`src/rtl/core/rtti_pkg.sv`:
```
package rtti_pkg;

    // payload of one input transaction
    typedef struct packed {
        logic [7:0] character;
        logic       has_char;
        logic       last;
    } t_in_item;

    // payload of one result transaction
    typedef struct packed {
        logic [63:0] value;
        logic [1:0]  status;
        logic [7:0]  consumed;
    } t_out_item;

    // result status codes
    localparam logic [1:0] StatusOk      = 2'd0;
    localparam logic [1:0] StatusNoDigit = 2'd1;
    localparam logic [1:0] StatusRange   = 2'd2;

    // configuration register indexes
    localparam int         CfgIndexBits = 1;
    localparam int         CfgDataBits  = 5;
    localparam logic [0:0] CfgRadix     = 1'd0;
    localparam logic [0:0] CfgSigned    = 1'd1;

    // radix limits and reset value
    localparam logic [4:0] RadixMin   = 5'd2;
    localparam logic [4:0] RadixMax   = 5'd16;
    localparam logic [4:0] RadixReset = 5'd16;

    // character codes
    localparam logic [7:0] CharMinus = 8'h2D;
    localparam logic [7:0] CharZero  = 8'h30;
    localparam logic [7:0] CharNine  = 8'h39;
    localparam logic [7:0] CharLowA  = 8'h61;
    localparam logic [7:0] CharLowF  = 8'h66;
    localparam logic [7:0] CharUpA   = 8'h41;
    localparam logic [7:0] CharUpF   = 8'h46;
    localparam logic [4:0] NoDigit   = 5'h10;

    // digit value of a character, NoDigit when it is none
    function automatic logic [4:0] digit_of(input logic [7:0] c);
        logic [4:0] d;
        d = NoDigit;
        if (c >= CharZero && c <= CharNine) begin
            d = 5'(c - CharZero);
        end else if (c >= CharLowA && c <= CharLowF) begin
            d = 5'(c - CharLowA) + 5'd10;
        end else if (c >= CharUpA && c <= CharUpF) begin
            d = 5'(c - CharUpA) + 5'd10;
        end
        return d;
    endfunction

endpackage

```
`src/rtl/core/radix_text_to_integer_parser.sv`:
```
// Radix text-to-integer parser.
// Input channel: one character of a token per transaction (i_in_valid,
// o_in_stall, i_in_data); the transaction with last set closes the token.
// An empty token is a single last transaction with has_char clear.
// Output channel: one result per token (o_out_valid, i_out_stall,
// o_out_data) holding value, status and consumed count.
// Configuration: i_cfg_we writes i_cfg_data to the register at i_cfg_index
// (0 radix, 1 signed mode); write only while no token is in flight.
// Throughput: one character per cycle while the input does not stall, set by
// the combinational multiply-accumulate and range check that carries the
// accumulator from one character to the next. A closing transaction passes
// through the input stage and then the result register to the output.
// Reset (synchronous, active low) empties both stages, clears the token
// state and sets radix 16, unsigned mode.
// When the receiver stalls, the held result stays put and characters keep
// flowing into the token state; the input only stalls once a closing
// transaction sits in the input stage and finds the result register occupied.
module radix_text_to_integer_parser #(
    parameter int CHAR_BITS  = 8,
    parameter int VALUE_BITS = 64,
    parameter int MAX_COUNT  = 255
) (
    input  logic                     i_clk,
    input  logic                     i_rst_n,
    input  logic                     i_in_valid,
    output logic                     o_in_stall,
    input  rtti_pkg::t_in_item       i_in_data,
    output logic                     o_out_valid,
    input  logic                     i_out_stall,
    output rtti_pkg::t_out_item      o_out_data,
    input  logic                     i_cfg_we,
    input  logic [rtti_pkg::CfgIndexBits-1:0] i_cfg_index,
    input  logic [rtti_pkg::CfgDataBits-1:0]  i_cfg_data
);
    import rtti_pkg::*;

    localparam logic [7:0] CharMask   = (CHAR_BITS >= 8) ? 8'hFF
                                        : 8'((1 << CHAR_BITS) - 1);
    localparam logic [7:0] CountLimit = (MAX_COUNT < 255) ? 8'(MAX_COUNT) : 8'd255;

    // parse phases
    localparam logic [1:0] PhSign    = 2'd0;
    localparam logic [1:0] PhZeros   = 2'd1;
    localparam logic [1:0] PhDigits  = 2'd2;
    localparam logic [1:0] PhStopped = 2'd3;

    logic                  r_in_valid;
    t_in_item              r_in;
    logic                  r_out_valid;
    t_out_item             r_out;
    logic [4:0]            r_radix;
    logic                  r_signed_mode;

    logic [VALUE_BITS-1:0] r_acc,   n_acc;
    logic [1:0]            r_phase, n_phase;
    logic                  r_neg,   n_neg;
    logic [7:0]            r_cnt,   n_cnt;
    logic                  r_err,   n_err;
    logic                  r_seen,  n_seen;

    logic                  out_free;
    logic                  fire;
    logic [7:0]            chr;
    logic [4:0]            radix_eff;
    logic [VALUE_BITS-1:0] mac_acc;
    logic                  digit_ok;
    logic                  overflow;
    logic                  take;
    logic [VALUE_BITS-1:0] signed_val;
    t_out_item             result;

    // flow control between the two stages
    assign out_free   = !r_out_valid || !i_out_stall;
    assign fire       = r_in_valid && (!r_in.last || out_free);
    assign o_in_stall = r_in_valid && !fire;

    // input stage
    always_ff @(posedge i_clk) begin
        if (!i_rst_n) begin
            r_in_valid <= 1'b0;
        end else if (!o_in_stall) begin
            r_in_valid <= i_in_valid;
        end
        if (!o_in_stall) begin
            r_in <= i_in_data;
        end
    end

    // configuration registers
    always_ff @(posedge i_clk) begin
        if (!i_rst_n) begin
            r_radix       <= RadixReset;
            r_signed_mode <= 1'b0;
        end else if (i_cfg_we) begin
            unique case (i_cfg_index)
                CfgRadix:  r_radix       <= i_cfg_data;
                CfgSigned: r_signed_mode <= i_cfg_data[0];
                default: ;
            endcase
        end
    end

    // effective radix and character
    always_comb begin
        if (r_radix < RadixMin) begin
            radix_eff = RadixMin;
        end else if (r_radix > RadixMax) begin
            radix_eff = RadixMax;
        end else begin
            radix_eff = r_radix;
        end
    end
    assign chr = r_in.character & CharMask;

    rtti_accum #(
        .VALUE_BITS (VALUE_BITS)
    ) u_accum (
        .i_acc         (r_acc),
        .i_char        (chr),
        .i_radix       (radix_eff),
        .i_signed_mode (r_signed_mode),
        .i_negative    (r_neg),
        .o_acc         (mac_acc),
        .o_digit_ok    (digit_ok),
        .o_overflow    (overflow)
    );

    // token state update for one character
    always_comb begin
        n_acc   = r_acc;
        n_phase = r_phase;
        n_neg   = r_neg;
        n_cnt   = r_cnt;
        n_err   = r_err;
        n_seen  = r_seen;
        take    = r_in.has_char;
        if (take && n_phase == PhSign) begin
            n_phase = PhZeros;
            if (r_signed_mode && chr == CharMinus) begin
                n_neg = 1'b1;
                if (n_cnt < CountLimit) n_cnt = n_cnt + 8'd1;
                take = 1'b0;
            end
        end
        if (take && n_phase == PhZeros) begin
            if (chr == CharZero) begin
                n_seen = 1'b1;
                if (n_cnt < CountLimit) n_cnt = n_cnt + 8'd1;
                take = 1'b0;
            end else begin
                n_phase = PhDigits;
            end
        end
        if (take && n_phase == PhDigits) begin
            if (!digit_ok) begin
                n_phase = PhStopped;
            end else if (overflow) begin
                n_err   = 1'b1;
                n_phase = PhStopped;
            end else begin
                n_acc  = mac_acc;
                n_seen = 1'b1;
                if (n_cnt < CountLimit) n_cnt = n_cnt + 8'd1;
            end
        end
    end

    // result of a closing transaction
    assign signed_val = n_neg ? (~n_acc + 1'b1) : n_acc;
    always_comb begin
        if (n_err) begin
            result.value    = '0;
            result.status   = StatusRange;
            result.consumed = n_cnt;
        end else if (!n_seen) begin
            result.value    = '0;
            result.status   = StatusNoDigit;
            result.consumed = '0;
        end else begin
            result.value    = 64'(signed_val);
            result.status   = StatusOk;
            result.consumed = n_cnt;
        end
    end

    // token state registers, cleared after every closing transaction
    always_ff @(posedge i_clk) begin
        if (!i_rst_n || (fire && r_in.last)) begin
            r_acc   <= '0;
            r_phase <= PhSign;
            r_neg   <= 1'b0;
            r_cnt   <= '0;
            r_err   <= 1'b0;
            r_seen  <= 1'b0;
        end else if (fire) begin
            r_acc   <= n_acc;
            r_phase <= n_phase;
            r_neg   <= n_neg;
            r_cnt   <= n_cnt;
            r_err   <= n_err;
            r_seen  <= n_seen;
        end
    end

    // result register
    always_ff @(posedge i_clk) begin
        if (!i_rst_n) begin
            r_out_valid <= 1'b0;
        end else if (fire && r_in.last) begin
            r_out_valid <= 1'b1;
        end else if (!i_out_stall) begin
            r_out_valid <= 1'b0;
        end
        if (fire && r_in.last) begin
            r_out <= result;
        end
    end

    assign o_out_valid = r_out_valid;
    assign o_out_data  = r_out;

endmodule

```
`src/rtl/core/rtti_accum.sv`:
```
module rtti_accum #(
    parameter int VALUE_BITS = 64
) (
    input  logic [VALUE_BITS-1:0] i_acc,
    input  logic [7:0]            i_char,
    input  logic [4:0]            i_radix,
    input  logic                  i_signed_mode,
    input  logic                  i_negative,
    output logic [VALUE_BITS-1:0] o_acc,
    output logic                  o_digit_ok,
    output logic                  o_overflow
);
    import rtti_pkg::*;

    localparam int ProdBits = VALUE_BITS + 6;

    logic [4:0]            digit;
    logic [ProdBits-1:0]   sum;
    logic [VALUE_BITS-1:0] limit;
    logic [VALUE_BITS-1:0] half;

    // digit decode and acceptance against the radix
    assign digit      = digit_of(i_char);
    assign o_digit_ok = (digit < i_radix);

    // multiply-accumulate, kept wide enough for an exact range check
    assign sum   = ProdBits'(i_acc) * ProdBits'(i_radix) + ProdBits'(digit);
    assign o_acc = sum[VALUE_BITS-1:0];

    // magnitude limit for the current sign and mode
    assign half = {1'b1, {(VALUE_BITS-1){1'b0}}};
    always_comb begin
        if (i_signed_mode || i_negative) begin
            limit = i_negative ? half : half - 1'b1;
        end else begin
            limit = '1;
        end
    end

    assign o_overflow = (sum > ProdBits'(limit));

endmodule
```
`config.mk`:
```
export PLATFORM = sky130hd
export DESIGN_NAME = radix_text_to_integer_parser
export DESIGN_NICKNAME = d
export VERILOG_FILES = /design/src/rtl/core/rtti_pkg.sv /design/src/rtl/core/radix_text_to_integer_parser.sv /design/src/rtl/core/rtti_accum.sv
export SDC_FILE = /design/constraint.sdc
export NUM_CORES = 1
export LEC_CHECK = 0
export BUFFER_PORTS_ARGS = -buffer_cell sky130_fd_sc_hd__buf_4
export CORE_MARGIN = 3
export CORE_UTILIZATION = 50
export CTS_CLUSTER_DIAMETER = 120
export CTS_CLUSTER_SIZE = 12
export DETAILED_ROUTE_END_ITERATION = 8
export GPL_ROUTABILITY_DRIVEN = 0
export PLACE_DENSITY = 0.67
export SYNTH_ARGS = -nofsm -noshare
export SYNTH_HDL_FRONTEND = slang
export SYNTH_SLANG_ARGS = --single-unit
```
`constraint.sdc`:
```
create_clock -name i_clk -period 20.1 [get_ports i_clk]
set_input_delay 1.005 -clock i_clk [delete_from_list [all_inputs] [get_ports i_clk]]
set_output_delay 1.005 -clock i_clk [all_outputs]
set_load 0.03 [all_outputs]
```
=== After elaboration in Yosys (flattened, before gate mapping) ===
Cells that the tools add are included.

* Reduce and logical (&&, ||, !) cells: 23
* $mul: 1
* Add/sub/neg operators: 10
* Bitwise logic cells: 3
* Muxes and demuxes: 45
* Equal/unequal tests: 5
* $lt $le $gt $ge: 13

{| class="wikitable"
|+ Operators by type and width
! operator !! count
|-
| 64-bit 2-to-1 mux || 6
|-
| 8-bit 2-to-1 mux || 11
|-
| 69-bit by 5-bit adder with 70-bit output || 1
|-
| 70-bit by 64-bit greater-than comparator with 1-bit output || 1
|-
| 64-bit by 5-bit multiplier with 69-bit output || 1
|-
| 64-bit by 1-bit adder with 64-bit output (second input constant) || 1
|-
| 64-bit NOT || 1
|-
| 5-bit 2-to-1 mux || 5
|-
| 8-bit by 1-bit adder with 8-bit output (second input constant) || 3
|-
| 8-bit less-than comparator (second input constant) || 3
|-
| 8-bit by 6-bit equality test with 1-bit output (second input constant) || 2
|-
| 8-bit by 7-bit greater-or-equal comparator with 1-bit output (second input constant) || 2
|-
| 8-bit by 7-bit less-or-equal comparator with 1-bit output (second input constant) || 2
|-
| 1-bit 2-to-1 mux || 16
|-
| 2-bit 2-to-1 mux || 6
|-
| 5-bit by 4-bit adder with 5-bit output (second input constant) || 2
|-
| 1-bit logical AND || 10
|-
| 5-bit by 1-bit subtractor with 5-bit output (second input constant) || 2
|-
| 9-bit 2-to-1 mux || 1
|-
| 8-bit by 6-bit greater-or-equal comparator with 1-bit output (second input constant) || 1
|-
| 8-bit by 6-bit less-or-equal comparator with 1-bit output (second input constant) || 1
|-
| 5-bit greater-than comparator (second input constant) || 1
|-
| 1-bit logical NOT || 5
|-
| 5-bit by 2-bit less-than comparator with 1-bit output (second input constant) || 1
|-
| 10 further kinds || 15
|}

* Input bits: 21
* Word-level logic and storage cells: 116
* Output and inout bits: 76
* Bits in registers: 169

=== Longest topological paths before layout ===
* Depth after elaboration: 15
* Gate-level depth with buffers: 47
* Depth with buffers taken out: 43

=== Cells and area by module ===
Synthesis repeated with hierarchy kept, for this count alone.

* Cells, all modules: 2752
* Area, all modules: 22773.1 µm²

{| class="wikitable"
|+ By module, submodules not included
! module !! seq. area each (µm²) !! times used !! cells an instance !! area each (µm²)
|-
| rtti_accum || 0.0 || 1 || 1602 || 12759.7
|-
| radix_text_to_integer_parser || 4224.1 || 1 || 1150 || 10013.4
|}

=== Least setup slack after synthesis ===
OpenSTA, ideal clock, no wires.

* Path kind: flip-flop to flip-flop
* Start point: register r_in, in the netlist chr[3]
* End point: register r_out, in the netlist o_out_data[60], data pin
* Path slack: 9.724 ns
* Data required time: 19.834 ns
* Arrival time: 10.110 ns
* Stages on the path, launching flop included: 45
* Setup time: 0.266 ns
* Clock period less this slack: 10.376 ns
* Path buffers: 4
* Path through: edfxtp_1 -> or4b_1 -> a311oi_1 -> o22a_1 -> inv_1 -> fa_1 -> inv_1 -> ha_1 -> inv_1 -> fa_1 -> inv_1 -> ha_1 -> a211oi_1 -> o21a_1 -> o21ai_2 -> a31oi_1 -> and2_1 -> o21ai_1 -> [9 not listed] -> and4_1 -> buf_4 -> buf_4 -> buf_4 -> buf_2 -> mux2i_1 -> ha_1 -> nand2_1 -> or3_1 -> nor4_1 -> nand2_1 -> nor3_1 -> nand3b_1 -> nor2_1 -> a31oi_1 -> o31ai_1 -> xnor2_1 -> nor2_1

* Cells in the longest elaborated chain, start to end: 13
* Elaborated cells between the ends (all ways): 50
* Classes of those cells: add/sub (7); order compare (8); eq/ne (3); mux (23); bitwise (2); reduce/logical (7)

{| class="wikitable"
|+ Ends and longest elaborated chain
! what !! RTL line !! RTL
|-
| start: declaration || radix_text_to_integer_parser.sv:48 || <nowiki>t_in_item r_in;</nowiki>
|-
| start signal: assignment || radix_text_to_integer_parser.sv:85 || <nowiki>r_in <= i_in_data;</nowiki>
|-
| 5-bit by 1-bit subtractor with 5-bit output (tied with other cells) || rtti_pkg.sv:50, rtti_pkg.sv:52 ||
|-
| 5-bit by 4-bit adder with 5-bit output or 1-bit logical AND (tied branches) || rtti_pkg.sv:50, rtti_pkg.sv:52, rtti_pkg.sv:51 ||
|-
| 5-bit 2-to-1 mux || rtti_pkg.sv:51 || <nowiki>end else if (c >= CharUpA && c <= CharUpF) begin</nowiki>
|-
| 5-bit 2-to-1 mux || rtti_pkg.sv:49 || <nowiki>end else if (c >= CharLowA && c <= CharLowF) begin</nowiki>
|-
| 5-bit 2-to-1 mux || rtti_pkg.sv:47 || <nowiki>if (c >= CharZero && c <= CharNine) begin</nowiki>
|-
| 69-bit by 5-bit adder with 70-bit output || rtti_accum.sv:27 || <nowiki>assign sum = ProdBits'(i_acc) * ProdBits'(i_radix) + ProdBits'(digit);</nowiki>
|-
| 70-bit by 64-bit greater-than comparator with 1-bit output || rtti_accum.sv:40 || <nowiki>assign o_overflow = (sum > ProdBits'(limit));</nowiki>
|-
| 64-bit 2-to-1 mux || radix_text_to_integer_parser.sv:157 || <nowiki>end else if (overflow) begin</nowiki>
|-
| 64-bit 2-to-1 mux || radix_text_to_integer_parser.sv:155 || <nowiki>if (!digit_ok) begin</nowiki>
|-
| 64-bit 2-to-1 mux || radix_text_to_integer_parser.sv:154 || <nowiki>if (take && n_phase == PhDigits) begin</nowiki>
|-
| 64-bit NOT || radix_text_to_integer_parser.sv:169 || <nowiki>assign signed_val = n_neg ? (~n_acc + 1'b1) : n_acc;</nowiki>
|-
| 64-bit by 1-bit adder with 64-bit output || radix_text_to_integer_parser.sv:169 ||
|-
| 64-bit 2-to-1 mux || radix_text_to_integer_parser.sv:169 ||
|-
| end signal: assignment || radix_text_to_integer_parser.sv:215 || <nowiki>r_out <= result;</nowiki>
|-
| end: declaration || radix_text_to_integer_parser.sv:50 || <nowiki>t_out_item r_out;</nowiki>
|}

Parallel ways exist; a longest one is shown, timed or not.
A chain may end at the register's enable or synchronous reset.

=== Worst setup path after layout ===
* Start point: register r_radix[3]
* End point: register r_out, in the netlist o_out_data[64], data pin

* Cells in the longest elaborated chain, start to end: 12
* Elaborated cells between the ends (all ways): 22
* Classes of those cells: add/sub (2); mul (1); order compare (4); mux (12); bitwise (2); reduce/logical (1)

{| class="wikitable"
|+ Ends and longest elaborated chain
! what !! RTL line !! RTL
|-
| start: declaration || radix_text_to_integer_parser.sv:51 || <nowiki>logic [4:0] r_radix;</nowiki>
|-
| start signal: assignment || radix_text_to_integer_parser.sv:92 || <nowiki>r_radix <= RadixReset;</nowiki>
|-
| start signal: assignment || radix_text_to_integer_parser.sv:96 || <nowiki>CfgRadix: r_radix <= i_cfg_data;</nowiki>
|-
| 5-bit greater-than comparator || radix_text_to_integer_parser.sv:107 || <nowiki>end else if (r_radix > RadixMax) begin</nowiki>
|-
| 5-bit 2-to-1 mux || radix_text_to_integer_parser.sv:107 ||
|-
| 5-bit 2-to-1 mux (*) || radix_text_to_integer_parser.sv:105 || <nowiki>if (r_radix < RadixMin) begin</nowiki>
|-
| 64-bit by 5-bit multiplier with 69-bit output || rtti_accum.sv:27 ||
|-
| 69-bit by 5-bit adder with 70-bit output || rtti_accum.sv:27 ||
|-
| 70-bit by 64-bit greater-than comparator with 1-bit output || rtti_accum.sv:40 ||
|-
| 64-bit 2-to-1 mux || radix_text_to_integer_parser.sv:157 ||
|-
| 64-bit 2-to-1 mux || radix_text_to_integer_parser.sv:155 ||
|-
| 64-bit 2-to-1 mux || radix_text_to_integer_parser.sv:154 ||
|-
| 64-bit NOT || radix_text_to_integer_parser.sv:169 ||
|-
| 64-bit by 1-bit adder with 64-bit output || radix_text_to_integer_parser.sv:169 ||
|-
| 64-bit 2-to-1 mux || radix_text_to_integer_parser.sv:169 ||
|}

Every way passes the cells marked *; elsewhere a longest branch is shown, timed or not.

==> summary.md <==
| Metric | Value |
|---|---|
| Status | `finished, final reports clean` |
| H-Tree Level Count | `4` |
| Max incr delay on CP | `~940 ps` |
| Root Driver | `clkbuf_16` |
| Clk slew on worst S/H paths | `around 80 ps` |
| First-pass GRT wire length | `around 120000 µm` |
| Drt drc | `0` |
| Sw Share | `a little under two fifths` |
| Clk sinks | `169` |
| Yosys warnings | `0` |
| Layout overhead on the synthesized area | `6.48%` |
| R2r setup slk | `7220 ps` |
| Asr flop ratio synth | `0%` |
| Grt total ovfl | `0` |
| Setup crit start | `r_radix[3]` |
| Vias in the first global route | `between 20k and 25k` |
| Max Slew Vio Count | `0` |
| Post-CTS Repair Setup Buffers | `0` |
| CP max FO | `64` |
| Gr usage total | `between 30% and 40%` |
| Vias per cell | `6.32` |
| WP data required | `around 20000 ps` |
| Type of destination of the critical path | `register` |
| Initial Util | `between 50% and 60%` |
| Core area | `about 48000 µm²` |
| DRT Wirelength | `roughly 80000 µm` |
| EDFF count, synth | `84` |
| CTS tree | `done` |
| Dpl hpwl | `59600 µm` |
| Inst Count DP | `between 3k and 4k` |
| Syn Nets | `~3.4k` |
| Post-synth top flop | `dfxtp_1` |
| Top post-synthesis cells by area | `fa_1 16%, ha_1 11%, edfxtp_1 10%` |
| Share of layout cells above drive strength 1 | `about 7.5%` |
| Slowest CP cell | `a311oi_1` |
| IR Drop Worst-Case VDD | `about 72 µV` |
| Combinational share of power | `25.2%` |
| Synth area leader | `fa_1` |
| Die Y-Extent | `roughly 230 µm` |
| Remaining antenna violation count | `0` |
| Clock network fraction of design power | `approximately 36%` |
| Crit share post-route | `between 60 and 70%` |
| Final std cells w/o fill | `approximately 3.6k` |
| Critical R2R Capture | `o_out_data[64]` |
| Cell mode on critical path | `a21oi_1` |
| WS Path Type | `reg2reg` |
| Vias post-DR | `approximately 23k` |
| Most common cell after layout, fill and taps aside | `nand2_1` |
| Synthesized flop and latch total | `roughly 170` |
| Reg2reg path depth | `39` |
| Setup TNS | `0 ps` |
| Yosys top cell area share | `15.7%` |
| NetSw | `roughly 0.37 mW` |
| RR Startpoint | `r_radix[3]` |
| DR pass1 iterations | `6` |
| Internal Power | `between 0.6 and 0.7 mW` |
| Final Hold Slack | `around 450 ps` |
| Worst-Margin Slew | `approximately 1100 ps` |
| Most frequent cells in the layout | `285 x nand2_1, 278 x inv_1, 274 x nor2_1, 267 x and2_1, 214 x ha_1` |
| Port Buf Inserts | `96` |
| Syn avg cell area | `a little over 8 µm²` |
| Clk_skew | `about 24 ps` |
| Number of hold violations in the final report | `0` |
| P_leak | `roughly 12 nW` |
| Max-capacitance violation count | `0` |
| RSZ-0062 raised after global routing | `no` |
| Site row count | `80` |
| DIE AREA | `about 52000 µm²` |
| Critical Path Start Type | `register` |
| Seq pwr share | `between 30 and 40%` |
| Synthesized area | `around 24000 µm²` |
| Resize count post-CTS | `0` |
| Syn Inst Count | `3009` |
| Die W | `roughly 230 µm` |
| DRT iter0 DRCs | `between 2k and 3k` |
| PD cells | `roughly 38 nW/µm²` |
| Nets | `roughly 3.4k` |
| Last element of the critical path | `o_out_data[64]` |
| Initial antenna violation count | `3` |
| Part of the Yosys area used for sequential elements | `17.3%` |
| Max_slew headroom | `approximately a quarter` |
| Routed len/inst | `approximately 22 µm` |
| I/O Pins | `97` |
| Arrival @ worst endpoint | `13120 ps` |
| Hold Crit Class | `reg2reg` |
| Final core utilization | `a little over half` |
| Pin count of the biggest net entering global routing | `78` |
| Max Fclk | `~78 MHz` |
| Clock buffer depth | `2` |
| Post-CTS Hold Buffers | `0` |
| Final setup fails | `0` |
| Minimum clock period | `between 10000 and 15000 ps` |
| Total CTS buffers | `17` |
| Worst-Skew Late Latency | `520 ps` |
| Synth cell types | `98` |
==> flip-flops by register name, summed over array words and instances, names as in the netlist <==
name	flops
chr	8
r_in_valid	1
r_radix	5
r_phase	2
r_in	2
r_err	1
r_cnt	8
r_acc	64
r_neg	1
r_signed_mode	1
o_out_valid	1
o_out_data	74
r_seen	1
==> worst max-delay path, delay by kind of cell (launching register included) <==
family	cells	cell delay, ps
buf+inv	4	960
flops	1	410
xor+xnor	1	160
fa+ha+maj	6	2670
mux	1	350
compound gates	14	4570
simple gates	13	3420
==> cell usage after synthesis (7+ instances only) <==
library cell / number
a211oi_1: 67
a21boi_0: 8
a21o_1: 33
a21oi_1: 164
a311oi_1: 8
a31oi_1: 26
and2_1: 268
and3_1: 14
and4_1: 7
buf_1: 20
buf_2: 35
clkbuf_1: 113
dfxtp_1: 85
edfxtp_1: 84
fa_1: 191
ha_1: 214
inv_1: 279
mux2_2: 12
mux2i_1: 75
nand2_1: 286
nand2b_1: 20
nand3_1: 36
nand4_1: 72
nor2_1: 276
nor2b_1: 21
nor3_1: 68
nor3b_1: 9
nor4_1: 31
o211a_1: 7
o211ai_1: 19
o21a_1: 30
o21ai_0: 96
o21ai_1: 9
o21bai_1: 9
o31ai_1: 17
or2_2: 7
or3_1: 33
or4_1: 13
xnor2_1: 78
xor2_1: 38
==> layout make-up <==
type	count	area, µm²
diodes	1	2.50
clock buffers	17	425
clock inverters	15	178
fillers	4426	21900
inverters	279	1050
multi-input cells	2381	18400
flip-flops and latches	169	4230
well taps	615	769
repair buffers	124	931
==> how the worst min path moves through the flow <==
stage | cells past startpoint | endpoint | from | slack, ps
finish | 2 | r_seen | r_seen | 450
global route | 2 | r_seen | r_seen | 460
CTS | 2 | r_seen | r_seen | 450
detailed placement | 2 | r_seen | r_seen | 440
global placement | 2 | r_seen | r_seen | 430
floorplan | 2 | r_seen | r_seen | 430
==> kinds of logic after synthesis <==
group / synth area share (%)
buffers and inverters: 7.46
adders and majority gates: 26.6
and+or+nand+nor: 25.2
AOI/OAI and AO/OA: 15.5
muxes: 3.74
DFF: 17.3
xor gates and xnor gates: 4.16
==> power groups by stage <==
stage	registers, mW	logic (mW)	clock network (mW)
after floorplan	0.397	0.164	0
after global placement	0.397	0.240	0
after detailed placement	0.397	0.243	0
after CTS	0.389	0.244	0.355
after global routing	0.392	0.269	0.369
final	0.390	0.250	0.352
==> layer usage <==
metal  routed length (µm)  part of all wire (%)  up-vias  track usage, %
met5                    0                     0        -               0
met4                 2600                   3.3        0            10.7
met3                 8220                    11      201            6.41
met2                33700                    43     1264            46.3
met1                33600                    43    11000            44.0
li1                     -                     -    10300               -
==> metrics by stage <==
step           power, mW  worst slack, ps  instance area (µm²)
5_1_grt             1.03             6780                26000
6_report           0.992             7220                26000
2_1_floorplan      0.561             9720                24400
3_5_place_dp       0.640             7730                25400
3_3_place_gp       0.637             8270                25400
4_1_cts            0.989             7700                26000
No activity file was read; power rests on OpenSTA's default activity.
